==> src/sv/counting_semaphore_unit_defines.svh <==
// assertion macros shared by the counting semaphore unit rtl
// no dependencies; included by the files that carry assertions
`ifndef COUNTING_SEMAPHORE_UNIT_DEFINES_SVH
`define COUNTING_SEMAPHORE_UNIT_DEFINES_SVH

// same-cycle implication, disabled while reset is asserted
`define CSU_ASSERT_IMPLIES(lbl, clk, rst_n, pre, post, msg) \
    lbl: assert property (@(posedge clk) disable iff (!rst_n) (pre) |-> (post)) \
        else $error(msg);

// next-cycle implication, disabled while reset is asserted
`define CSU_ASSERT_NEXT(lbl, clk, rst_n, pre, post, msg) \
    lbl: assert property (@(posedge clk) disable iff (!rst_n) (pre) |=> (post)) \
        else $error(msg);

`endif

==> src/sv/csu_pkg.sv <==
// shared types, constants and helpers of the counting semaphore unit
// no dependencies
package csu_pkg;

    localparam int SEM_COUNT_DEF  = 32;
    localparam int TASK_COUNT_DEF = 64;

    // field widths of the transfer payloads
    localparam int KIND_W   = 2;
    localparam int IDX_W    = 5;
    localparam int INIT_W   = 15;
    localparam int TASK_W   = 6;
    localparam int CNT_W    = 16;
    localparam int TASK_IDS = 2 ** TASK_W;

    // in-use bits examined per cycle by the allocate search
    localparam int SCAN_W = 32;

    localparam logic signed [CNT_W-1:0] CNT_MAX = 16'sh7FFF;
    localparam logic signed [CNT_W-1:0] CNT_MIN = 16'sh8000;
    localparam logic signed [CNT_W-1:0] CNT_ONE = 16'sh0001;

    typedef enum logic [KIND_W-1:0] {
        KIND_ALLOC  = 2'd0,
        KIND_FREE   = 2'd1,
        KIND_WAIT   = 2'd2,
        KIND_SIGNAL = 2'd3
    } kind_t;

    // one entry of the semaphore memory
    typedef struct packed {
        logic signed [CNT_W-1:0] count;
        logic                    nonempty;
        logic [TASK_W-1:0]       head;
        logic [TASK_W-1:0]       tail;
    } sem_rec_t;

    // control from the sequencer to the allocation bitmap
    typedef struct packed {
        logic restart;
        logic scan;
        logic claim;
        logic free_sem;
    } alloc_cmd_t;

    // status from the allocation bitmap
    typedef struct packed {
        logic found;
        logic last;
    } alloc_stat_t;

    // decisions of the wait/signal update
    typedef struct packed {
        logic proceed;
        logic wake;
        logic need_link;
        logic link_write;
    } upd_t;

    typedef logic [TASK_IDS-1:0][TASK_W-1:0] task_lut_t;

    // task id wrap table, built by counting so no divider is needed
    function automatic task_lut_t build_task_lut(input int n);
        task_lut_t lut;
        int        r;
        r = 0;
        for (int i = 0; i < TASK_IDS; i++)
        begin
            lut[i] = TASK_W'(r);
            if (r + 1 == n)
            begin
                r = 0;
            end
            else
            begin
                r = r + 1;
            end
        end
        return lut;
    endfunction

endpackage

==> src/sv/counting_semaphore_unit.sv <==
// counting semaphore table with fifo wait queues, top level
// depends on csu_pkg, csu_ram, csu_alloc, csu_update and the defines header
//
//   channel  direction  handshake              payload
//   req      in         req_valid/req_ready    kind sem_index initial_count task_id
//   rsp      out        rsp_valid/rsp_ready    alloc_ok alloc_index proceed
//                                              woken_valid woken_task error
//
// free, wait and signal run in the execute state; a signal that releases a waiter
// with others still queued adds the link state (second read, of the next-waiter ram).
// allocate scans 32 in-use bits per cycle while the output register is free.
// reset clears the in-use bitmap and control; memories need no clearing pass.
// a new request is taken while a result waits in the output register; a
// finished operation holds its write-back until that register is free.
`include "counting_semaphore_unit_defines.svh"
module counting_semaphore_unit import csu_pkg::*; #(
    parameter int SEM_COUNT  = SEM_COUNT_DEF,
    parameter int TASK_COUNT = TASK_COUNT_DEF
) (
    input  logic              clk,
    input  logic              rst_n,
    input  logic              req_valid,
    output logic              req_ready,
    input  logic [KIND_W-1:0] kind,
    input  logic [IDX_W-1:0]  sem_index,
    input  logic [INIT_W-1:0] initial_count,
    input  logic [TASK_W-1:0] task_id,
    output logic              rsp_valid,
    input  logic              rsp_ready,
    output logic              alloc_ok,
    output logic [IDX_W-1:0]  alloc_index,
    output logic              proceed,
    output logic              woken_valid,
    output logic [TASK_W-1:0] woken_task,
    output logic              error
);

    localparam int SW = $clog2(SEM_COUNT);
    localparam int TW = $clog2(TASK_COUNT);
    localparam task_lut_t TaskWrap = build_task_lut(TASK_COUNT);

    typedef enum logic [2:0] {
        ST_IDLE = 3'b001,
        ST_EXEC = 3'b010,
        ST_LINK = 3'b100
    } state_t;

    state_t state_reg, state_next;

    logic [IDX_W-1:0]  op_idx_reg;
    logic [INIT_W-1:0] op_init_reg;
    logic [TASK_W-1:0] op_task_reg;
    kind_t             op_kind_reg;

    logic              rsp_valid_reg, rsp_valid_next;
    logic              alloc_ok_reg, alloc_ok_next;
    logic [IDX_W-1:0]  alloc_index_reg, alloc_index_next;
    logic              proceed_reg, proceed_next;
    logic              woken_valid_reg, woken_valid_next;
    logic [TASK_W-1:0] woken_task_reg, woken_task_next;
    logic              error_reg, error_next;

    logic accept;
    logic out_free;
    logic res_fire;

    logic                      sem_we;
    logic [SW-1:0]             sem_waddr, sem_raddr;
    sem_rec_t                  sem_wdata, sem_rd, rec_next;
    logic [$bits(sem_rec_t)-1:0] sem_rdata_raw;

    logic              link_we;
    logic [TW-1:0]     link_waddr, link_raddr;
    logic [TASK_W-1:0] link_rdata;

    alloc_cmd_t    alloc_cmd;
    alloc_stat_t   alloc_stat;
    logic [SW-1:0] found_index;
    logic          query_used;
    upd_t          upd;

    assign req_ready = (state_reg == ST_IDLE);
    assign accept    = req_valid && req_ready;
    assign out_free  = !rsp_valid_reg || rsp_ready;

    // semaphore record memory: count, queue flag, head and tail
    csu_ram #(
        .WIDTH ($bits(sem_rec_t)),
        .DEPTH (SEM_COUNT)
    ) u_sem_ram (
        .clk   (clk),
        .we    (sem_we),
        .waddr (sem_waddr),
        .wdata (sem_wdata),
        .raddr (sem_raddr),
        .rdata (sem_rdata_raw)
    );

    assign sem_rd    = sem_rec_t'(sem_rdata_raw);
    assign sem_raddr = (state_reg == ST_IDLE) ? SW'(sem_index) : SW'(op_idx_reg);

    // next-waiter links of the wait queues
    csu_ram #(
        .WIDTH (TASK_W),
        .DEPTH (TASK_COUNT)
    ) u_link_ram (
        .clk   (clk),
        .we    (link_we),
        .waddr (link_waddr),
        .wdata (op_task_reg),
        .raddr (link_raddr),
        .rdata (link_rdata)
    );

    assign link_waddr = TW'(sem_rd.tail);
    assign link_raddr = TW'(sem_rd.head);

    csu_alloc #(
        .SEM_COUNT (SEM_COUNT)
    ) u_alloc (
        .clk         (clk),
        .rst_n       (rst_n),
        .cmd         (alloc_cmd),
        .free_index  (SW'(op_idx_reg)),
        .query_index (op_idx_reg),
        .query_used  (query_used),
        .stat        (alloc_stat),
        .found_index (found_index)
    );

    csu_update u_update (
        .kind      (op_kind_reg),
        .rec       (sem_rd),
        .task_id   (op_task_reg),
        .link_head (link_rdata),
        .rec_next  (rec_next),
        .upd       (upd)
    );

    // sequencer: read, modify, write back with the result transfer
    always_comb
    begin
        state_next       = state_reg;
        res_fire         = 1'b0;
        alloc_ok_next    = 1'b0;
        alloc_index_next = '0;
        proceed_next     = 1'b0;
        woken_valid_next = 1'b0;
        woken_task_next  = '0;
        error_next       = 1'b0;
        sem_we           = 1'b0;
        sem_waddr        = SW'(op_idx_reg);
        sem_wdata        = rec_next;
        link_we          = 1'b0;
        alloc_cmd        = '0;
        unique case (state_reg)
            ST_IDLE:
            begin
                if (accept)
                begin
                    alloc_cmd.restart = 1'b1;
                    state_next        = ST_EXEC;
                end
            end
            ST_EXEC:
            begin
                if (out_free)
                begin
                    unique case (op_kind_reg)
                        KIND_ALLOC:
                        begin
                            alloc_cmd.scan = 1'b1;
                            if (alloc_stat.found)
                            begin
                                alloc_cmd.claim    = 1'b1;
                                sem_we             = 1'b1;
                                sem_waddr          = found_index;
                                sem_wdata          = '0;
                                sem_wdata.count    = signed'(CNT_W'(op_init_reg));
                                alloc_ok_next      = 1'b1;
                                alloc_index_next   = IDX_W'(found_index);
                                res_fire           = 1'b1;
                                state_next         = ST_IDLE;
                            end
                            else if (alloc_stat.last)
                            begin
                                res_fire   = 1'b1;
                                state_next = ST_IDLE;
                            end
                        end
                        KIND_FREE:
                        begin
                            alloc_cmd.free_sem = query_used;
                            res_fire           = 1'b1;
                            state_next         = ST_IDLE;
                        end
                        KIND_WAIT, KIND_SIGNAL:
                        begin
                            if (!query_used)
                            begin
                                error_next = 1'b1;
                                res_fire   = 1'b1;
                                state_next = ST_IDLE;
                            end
                            else if (upd.need_link)
                            begin
                                state_next = ST_LINK;
                            end
                            else
                            begin
                                sem_we           = 1'b1;
                                link_we          = upd.link_write;
                                proceed_next     = upd.proceed;
                                woken_valid_next = upd.wake;
                                woken_task_next  = upd.wake ? sem_rd.head : '0;
                                res_fire         = 1'b1;
                                state_next       = ST_IDLE;
                            end
                        end
                    endcase
                end
            end
            ST_LINK:
            begin
                // head advances to the link read in the previous cycle
                if (out_free)
                begin
                    sem_we           = 1'b1;
                    woken_valid_next = 1'b1;
                    woken_task_next  = sem_rd.head;
                    res_fire         = 1'b1;
                    state_next       = ST_IDLE;
                end
            end
            default:
            begin
                state_next = ST_IDLE;
            end
        endcase
    end

    // output register occupancy
    always_comb
    begin
        if (res_fire)
        begin
            rsp_valid_next = 1'b1;
        end
        else if (rsp_ready)
        begin
            rsp_valid_next = 1'b0;
        end
        else
        begin
            rsp_valid_next = rsp_valid_reg;
        end
    end

    // control state
    always_ff @(posedge clk or negedge rst_n)
    begin
        if (!rst_n)
        begin
            state_reg     <= ST_IDLE;
            rsp_valid_reg <= 1'b0;
        end
        else
        begin
            state_reg     <= state_next;
            rsp_valid_reg <= rsp_valid_next;
        end
    end

    // request capture and result payload
    always_ff @(posedge clk)
    begin
        if (accept)
        begin
            op_kind_reg <= kind_t'(kind);
            op_idx_reg  <= sem_index;
            op_init_reg <= initial_count;
            op_task_reg <= TaskWrap[task_id];
        end
        if (res_fire)
        begin
            alloc_ok_reg    <= alloc_ok_next;
            alloc_index_reg <= alloc_index_next;
            proceed_reg     <= proceed_next;
            woken_valid_reg <= woken_valid_next;
            woken_task_reg  <= woken_task_next;
            error_reg       <= error_next;
        end
    end

    assign rsp_valid   = rsp_valid_reg;
    assign alloc_ok    = alloc_ok_reg;
    assign alloc_index = alloc_index_reg;
    assign proceed     = proceed_reg;
    assign woken_valid = woken_valid_reg;
    assign woken_task  = woken_task_reg;
    assign error       = error_reg;

    `CSU_ASSERT_IMPLIES(a_write_with_result, clk, rst_n, sem_we || link_we,
        res_fire && out_free, "memory write-back without a result transfer")
    `CSU_ASSERT_IMPLIES(a_link_state, clk, rst_n, state_reg == ST_LINK,
        op_kind_reg == KIND_SIGNAL && sem_rd.nonempty, "link read outside a signal release")
    `CSU_ASSERT_IMPLIES(a_link_write, clk, rst_n, link_we,
        op_kind_reg == KIND_WAIT && sem_rd.nonempty, "queue link written on an empty queue")

endmodule

==> src/sv/csu_ram.sv <==
// generic simple dual-port ram with registered read
// no dependencies
module csu_ram #(
    parameter int WIDTH = 8,
    parameter int DEPTH = 16,
    localparam int AW   = (DEPTH > 1) ? $clog2(DEPTH) : 1
) (
    input  logic             clk,
    input  logic             we,
    input  logic [AW-1:0]    waddr,
    input  logic [WIDTH-1:0] wdata,
    input  logic [AW-1:0]    raddr,
    output logic [WIDTH-1:0] rdata
);

    logic [WIDTH-1:0] mem_reg [DEPTH];
    logic [WIDTH-1:0] rdata_reg;

    // write port and registered read port
    always_ff @(posedge clk)
    begin
        if (we)
        begin
            mem_reg[waddr] <= wdata;
        end
        rdata_reg <= mem_reg[raddr];
    end

    assign rdata = rdata_reg;

endmodule

==> src/sv/csu_alloc.sv <==
// in-use bitmap with lowest-free search, one window of bits per cycle while scanning
// depends on csu_pkg and counting_semaphore_unit_defines.svh
`include "counting_semaphore_unit_defines.svh"
module csu_alloc import csu_pkg::*; #(
    parameter int SEM_COUNT = SEM_COUNT_DEF,
    localparam int SW       = $clog2(SEM_COUNT)
) (
    input  logic              clk,
    input  logic              rst_n,
    input  alloc_cmd_t        cmd,
    input  logic [SW-1:0]     free_index,
    input  logic [IDX_W-1:0]  query_index,
    output logic              query_used,
    output alloc_stat_t       stat,
    output logic [SW-1:0]     found_index
);

    localparam int NCHUNK = (SEM_COUNT + SCAN_W - 1) / SCAN_W;
    localparam int CHW    = (NCHUNK > 1) ? $clog2(NCHUNK) : 1;
    localparam int PADW   = NCHUNK * SCAN_W;
    localparam int PW     = $clog2(SCAN_W);

    logic [SEM_COUNT-1:0] in_use_reg, in_use_next;
    logic [CHW-1:0]       chunk_reg, chunk_next;
    logic [PADW-1:0]      used_pad;
    logic [SCAN_W-1:0]    window;
    logic [PW-1:0]        pick;
    logic                 pick_ok;
    logic                 in_range;

    // pad the bitmap to whole windows, padding reads as used
    for (genvar g = 0; g < PADW; g++)
    begin : g_pad
        if (g < SEM_COUNT)
        begin : g_real
            assign used_pad[g] = in_use_reg[g];
        end
        else
        begin : g_fill
            assign used_pad[g] = 1'b1;
        end
    end

    // lowest clear bit of the current window
    always_comb
    begin
        window  = used_pad[chunk_reg * SCAN_W +: SCAN_W];
        pick_ok = 1'b0;
        pick    = '0;
        for (int j = SCAN_W - 1; j >= 0; j--)
        begin
            if (!window[j])
            begin
                pick_ok = 1'b1;
                pick    = PW'(j);
            end
        end
    end

    assign found_index = SW'({chunk_reg, pick});
    assign stat.found  = pick_ok;
    assign stat.last   = (chunk_reg == CHW'(NCHUNK - 1));

    // in-use lookup of the addressed semaphore
    assign in_range   = (32'(query_index) < SEM_COUNT);
    assign query_used = in_range && in_use_reg[SW'(query_index)];

    // bitmap and window counter updates
    always_comb
    begin
        in_use_next = in_use_reg;
        if (cmd.claim)
        begin
            in_use_next[found_index] = 1'b1;
        end
        if (cmd.free_sem)
        begin
            in_use_next[free_index] = 1'b0;
        end
        chunk_next = chunk_reg;
        if (cmd.restart)
        begin
            chunk_next = '0;
        end
        else if (cmd.scan && !pick_ok && !stat.last)
        begin
            chunk_next = chunk_reg + CHW'(1);
        end
    end

    always_ff @(posedge clk or negedge rst_n)
    begin
        if (!rst_n)
        begin
            in_use_reg <= '0;
            chunk_reg  <= '0;
        end
        else
        begin
            in_use_reg <= in_use_next;
            chunk_reg  <= chunk_next;
        end
    end

    `CSU_ASSERT_IMPLIES(a_claim_is_free, clk, rst_n, cmd.claim,
        cmd.scan && pick_ok && !in_use_reg[found_index], "claim without a free slot")
    `CSU_ASSERT_NEXT(a_claim_sets_bit, clk, rst_n, cmd.claim && !cmd.free_sem,
        in_use_reg[$past(found_index)], "claimed slot not marked in use")

endmodule

==> src/sv/csu_update.sv <==
// count and wait-queue update for wait and signal operations
// depends on csu_pkg
module csu_update import csu_pkg::*; (
    input  kind_t             kind,
    input  sem_rec_t          rec,
    input  logic [TASK_W-1:0] task_id,
    input  logic [TASK_W-1:0] link_head,
    output sem_rec_t          rec_next,
    output upd_t              upd
);

    logic signed [CNT_W-1:0] cnt;

    always_comb
    begin
        rec_next = rec;
        upd      = '0;
        cnt      = rec.count;
        unique case (kind)
            KIND_WAIT:
            begin
                // saturating decrement, block when negative
                if (rec.count != CNT_MIN)
                begin
                    cnt = rec.count - CNT_ONE;
                end
                rec_next.count = cnt;
                if (cnt[CNT_W-1])
                begin
                    if (rec.nonempty)
                    begin
                        upd.link_write = 1'b1;
                    end
                    else
                    begin
                        rec_next.head     = task_id;
                        rec_next.nonempty = 1'b1;
                    end
                    rec_next.tail = task_id;
                end
                else
                begin
                    upd.proceed = 1'b1;
                end
            end
            KIND_SIGNAL:
            begin
                // saturating increment, release head while count <= 0
                if (rec.count != CNT_MAX)
                begin
                    cnt = rec.count + CNT_ONE;
                end
                rec_next.count = cnt;
                if ((cnt[CNT_W-1] || cnt == '0) && rec.nonempty)
                begin
                    upd.wake = 1'b1;
                    if (rec.head == rec.tail)
                    begin
                        rec_next.nonempty = 1'b0;
                    end
                    else
                    begin
                        upd.need_link = 1'b1;
                        rec_next.head = link_head;
                    end
                end
            end
            KIND_ALLOC, KIND_FREE:
            begin
                // handled by the sequencer
            end
        endcase
    end

endmodule
==> config.mk <==
export PLATFORM = sky130hd
export DESIGN_NAME = counting_semaphore_unit
export DESIGN_NICKNAME = d
export VERILOG_FILES = /design/src/sv/csu_pkg.sv /design/src/sv/counting_semaphore_unit.sv /design/src/sv/csu_ram.sv /design/src/sv/csu_alloc.sv /design/src/sv/csu_update.sv
export VERILOG_INCLUDE_DIRS = /design/src /design/src/sv
export SDC_FILE = /design/constraint.sdc
export NUM_CORES = 2
export LEC_CHECK = 0
export ABC_AREA = 1
export BUFFER_PORTS_ARGS = -buffer_cell sky130_fd_sc_hd__buf_2
export CAP_MARGIN = 25
export CORE_UTILIZATION = 60
export CTS_BUF_LIST = sky130_fd_sc_hd__clkbuf_16
export CTS_CLUSTER_DIAMETER = 200
export CTS_CLUSTER_SIZE = 10
export DETAILED_ROUTE_END_ITERATION = 12
export PLACE_DENSITY = 0.76
export SYNTH_ARGS = -nofsm -noshare
export SYNTH_HDL_FRONTEND = slang
export SYNTH_SLANG_ARGS = --single-unit
==> constraint.sdc <==
create_clock -name clk -period 5.72 [get_ports clk]
set_clock_uncertainty 0.1 [all_clocks]
set_input_delay 0.286 -clock clk [delete_from_list [all_inputs] [get_ports clk]]
set_output_delay 0.286 -clock clk [all_outputs]
set_load 0.005 [all_outputs]
==> summary.txt <==
GRT Total Usage - 32.60%
CTS tree - done
P&R area growth vs syn - 12.34%
Post-synth EDFFs - 1355
Fmax - 200.3 MHz
CTS Buf Count - 160
Peak VDD IR - 453.5 uV
Worst-Skew Late Latency - 0.78 ns
Post-CTS Setup Inserts - 0
vias in the first global route - 38947
Setup TNS Final - 0 ns
Post-CTS Hold Fix Bufs - 32
drt first pass iters - 8
Die Footprint - 0.09752 sq mm
largest net degree at the start of global routing - 147
Worst EP required - 6.05 ns
Seq cells post-synth - 1427
max FFs per register - 928
Row Count - 113
Die Width - 312.3 microns
sequential fraction of the synthesis area - 73.26%
RSZ-0062 raised after global routing - no
WL per Instance - 26.88 microns
Residual DRC - 0
sequential cell area - 0.04232 sq mm
core area - 0.09515 sq mm
Detail Route Antenna Nets - 0
post-detail-place hpwl - 86.81 mm
height of the die - 312.3 microns
clock-pin slew on the worst setup and hold paths - 0.06 ns
critical path launch point type - flip-flop
Pwr Density - 531.5 mW/mm^2
Filler cells - 6306
io pins - 49
Leak - 0.02128 uW
status - finished, final reports clean
Tcrit/Tclk final - 87.27%
Yosys warnings - 0
worst slew pin tran - 1.106 ns
RePlAce Congestion - 0.9110
GRT overflow - 0
Finished Layout Cells - 5938
post-synth net total - 4556
syn_area_per_cell - 12.78 sq um
crit path max fanout - 26
leading cell type in the layout, fill and taps excluded - edfxtp_1
max-slew violations - 0
ant diodes - 0
Multi-input gate area - 0.01409 sq mm
Avg Vias per Cell - 6.794
final hold violation count - 0
Post-Place Cells - 5651
Tmin final - 4.992 ns
Crit. End Element - flip-flop
Sink Count - 1427
Nets - 4616
Post-synth ARST share - 2.593%
Finish-stage setup viols - 0
IO Port Bufs - 48
DRT iter0 DRCs - 7241
initial core utilization - 60.71%
leading cell types in the layout, fill and taps excluded - edfxtp_1, nor2_1, o21ai_0
initial antenna violation count - 2
clock root cell - clkbuf_16
CP Class - flip-flop to flip-flop
HP Class - primary input to asynchronous set/reset pin
R2R Setup Slk - 0.73 ns
H-Tree Level Count - 4
Yosys cell types - 53
layout cell share with drive strength beyond 1 - 10.76%
via count - 40343
DRT Wirelength - 159.6 mm
dominant synthesized flop cell - edfxtp_1
Syn Inst Count - 4521
synthesized cell area - 0.05777 sq mm
total chip power - 34490 uW
critical path arrival - 5.32 ns
# resized after CTS - 0
first-pass GRT wire length - 237.8 mm
MaxCap Viol Count - 0
Longest Clk Path Bufs - 3
Rel. slew slack - 26.24%
[synth_stat cells (4+ instances only)]
cell      number  area share, %
nor3_1        59           0.51
nor2_1       873            5.7
o211ai_1      58           0.75
nand3_2        9           0.16
nand4_1       25           0.27
o22ai_1      175            1.9
edfxtp_1    1355             70
dfrtp_1       36            1.6
buf_2          8          0.069
nor4_1        13           0.14
a21oi_1       70           0.61
nand3_1       82           0.71
buf_1          6          0.039
buf_8          4           0.10
o21ai_0      746            6.5
o21ai_1       11          0.095
inv_2         11          0.071
o32ai_1        5          0.076
nor3_2        42           0.73
inv_1        121           0.79
a211oi_1       6          0.078
dfxtp_1       35            1.2
xor2_1        17           0.26
o221ai_1     191            2.9
nand2_1      163            1.1
nand2_2        5          0.054
a31oi_1       62           0.67
clkbuf_1     292            1.9
[final cells by class]
type	count	area share, %
well taps	1265	2.439
clock inverters	92	0.8329
flip-flops and latches	1427	65.22
inverters	136	0.8155
multi-input cells	2645	21.71
repair buffers	211	2.742
clock buffers	162	6.247
[path summary, 6_finish.rpt]
check	cells past startpoint	endpoint	from
worst max-delay path	13	u_sem_ram.mem_reg[6][7]	u_alloc.chunk_reg
worst min-delay path	2	u_alloc.in_use_reg[13]	rst_n
worst max register to register	13	u_sem_ram.mem_reg[6][7]	u_alloc.chunk_reg
worst min register to register	2	u_alloc.in_use_reg[0]	u_alloc.in_use_reg[0]
max in group asynchronous	2	u_alloc.in_use_reg[27]	rst_n
min in group clk	2	op_task_reg[1]	task_id[1]
[cells by family (layout without fill, tap and decap cells)]
kind of cell | count (synthesis) | in the layout | share of synthesized area [%]
AOI/OAI and AO/OA | 1344 | 1344 | 13.83
xor gates and xnor gates | 18 | 18 | 0.2859
adders and majority gates | 3 | 3 | 0.06499
buffers and inverters | 449 | 601 | 3.048
DFF | 1427 | 1427 | 73.26
and+or+nand+nor | 1280 | 1280 | 9.513
[per-stage QoR]
| stage | instance area, sq um | setup WS, ns | util [%] | hold slack, ns |
|---|---|---|---|---|
| after global placement | 59920 | 0.9959 | 62.97 | 0.3297 |
| after global routing | 64900 | 0.3491 | 68.20 | 0.1365 |
| final | 64900 | 0.7279 | 68.20 | 0.06180 |
| after CTS | 64880 | 0.9198 | 68.19 | 0.07254 |
| after detailed placement | 59970 | 0.9498 | 63.02 | 0.3491 |
| after floorplan | 57770 | 1.694 | - | -0.1096 |
[worst max-delay path, cell delays in order (launching register included)]
cell and delay (ns):
dfrtp_1 0.54, nor3_1 0.40, nand4_1 0.21, nor3_1 0.35, nand4_1 0.21, nand2_1 0.18
buf_4 0.29, nor2_1 0.09, a21oi_1 0.45, inv_1 0.12, nor2_1 0.20, nand3_2 0.24
nor2_4 0.82, buf_4 0.43
[routing by layer]
layer,up-vias,share of wire [%],global-route usage [%]
met4,2,4.3,13.89
met1,19592,37,46.24
met2,3114,45,49.38
met5,-,0.0094,0
li1,17131,-,-
met3,504,13,6.914
[where the power goes]
group / total, uW / internal (uW) / switching (uW)
Sequential: 13500 / 13100 / 392
Clock: 9120 / 5100 / 4020
Combinational: 11900 / 2970 / 8930
No activity file was read; power rests on OpenSTA's default activity.
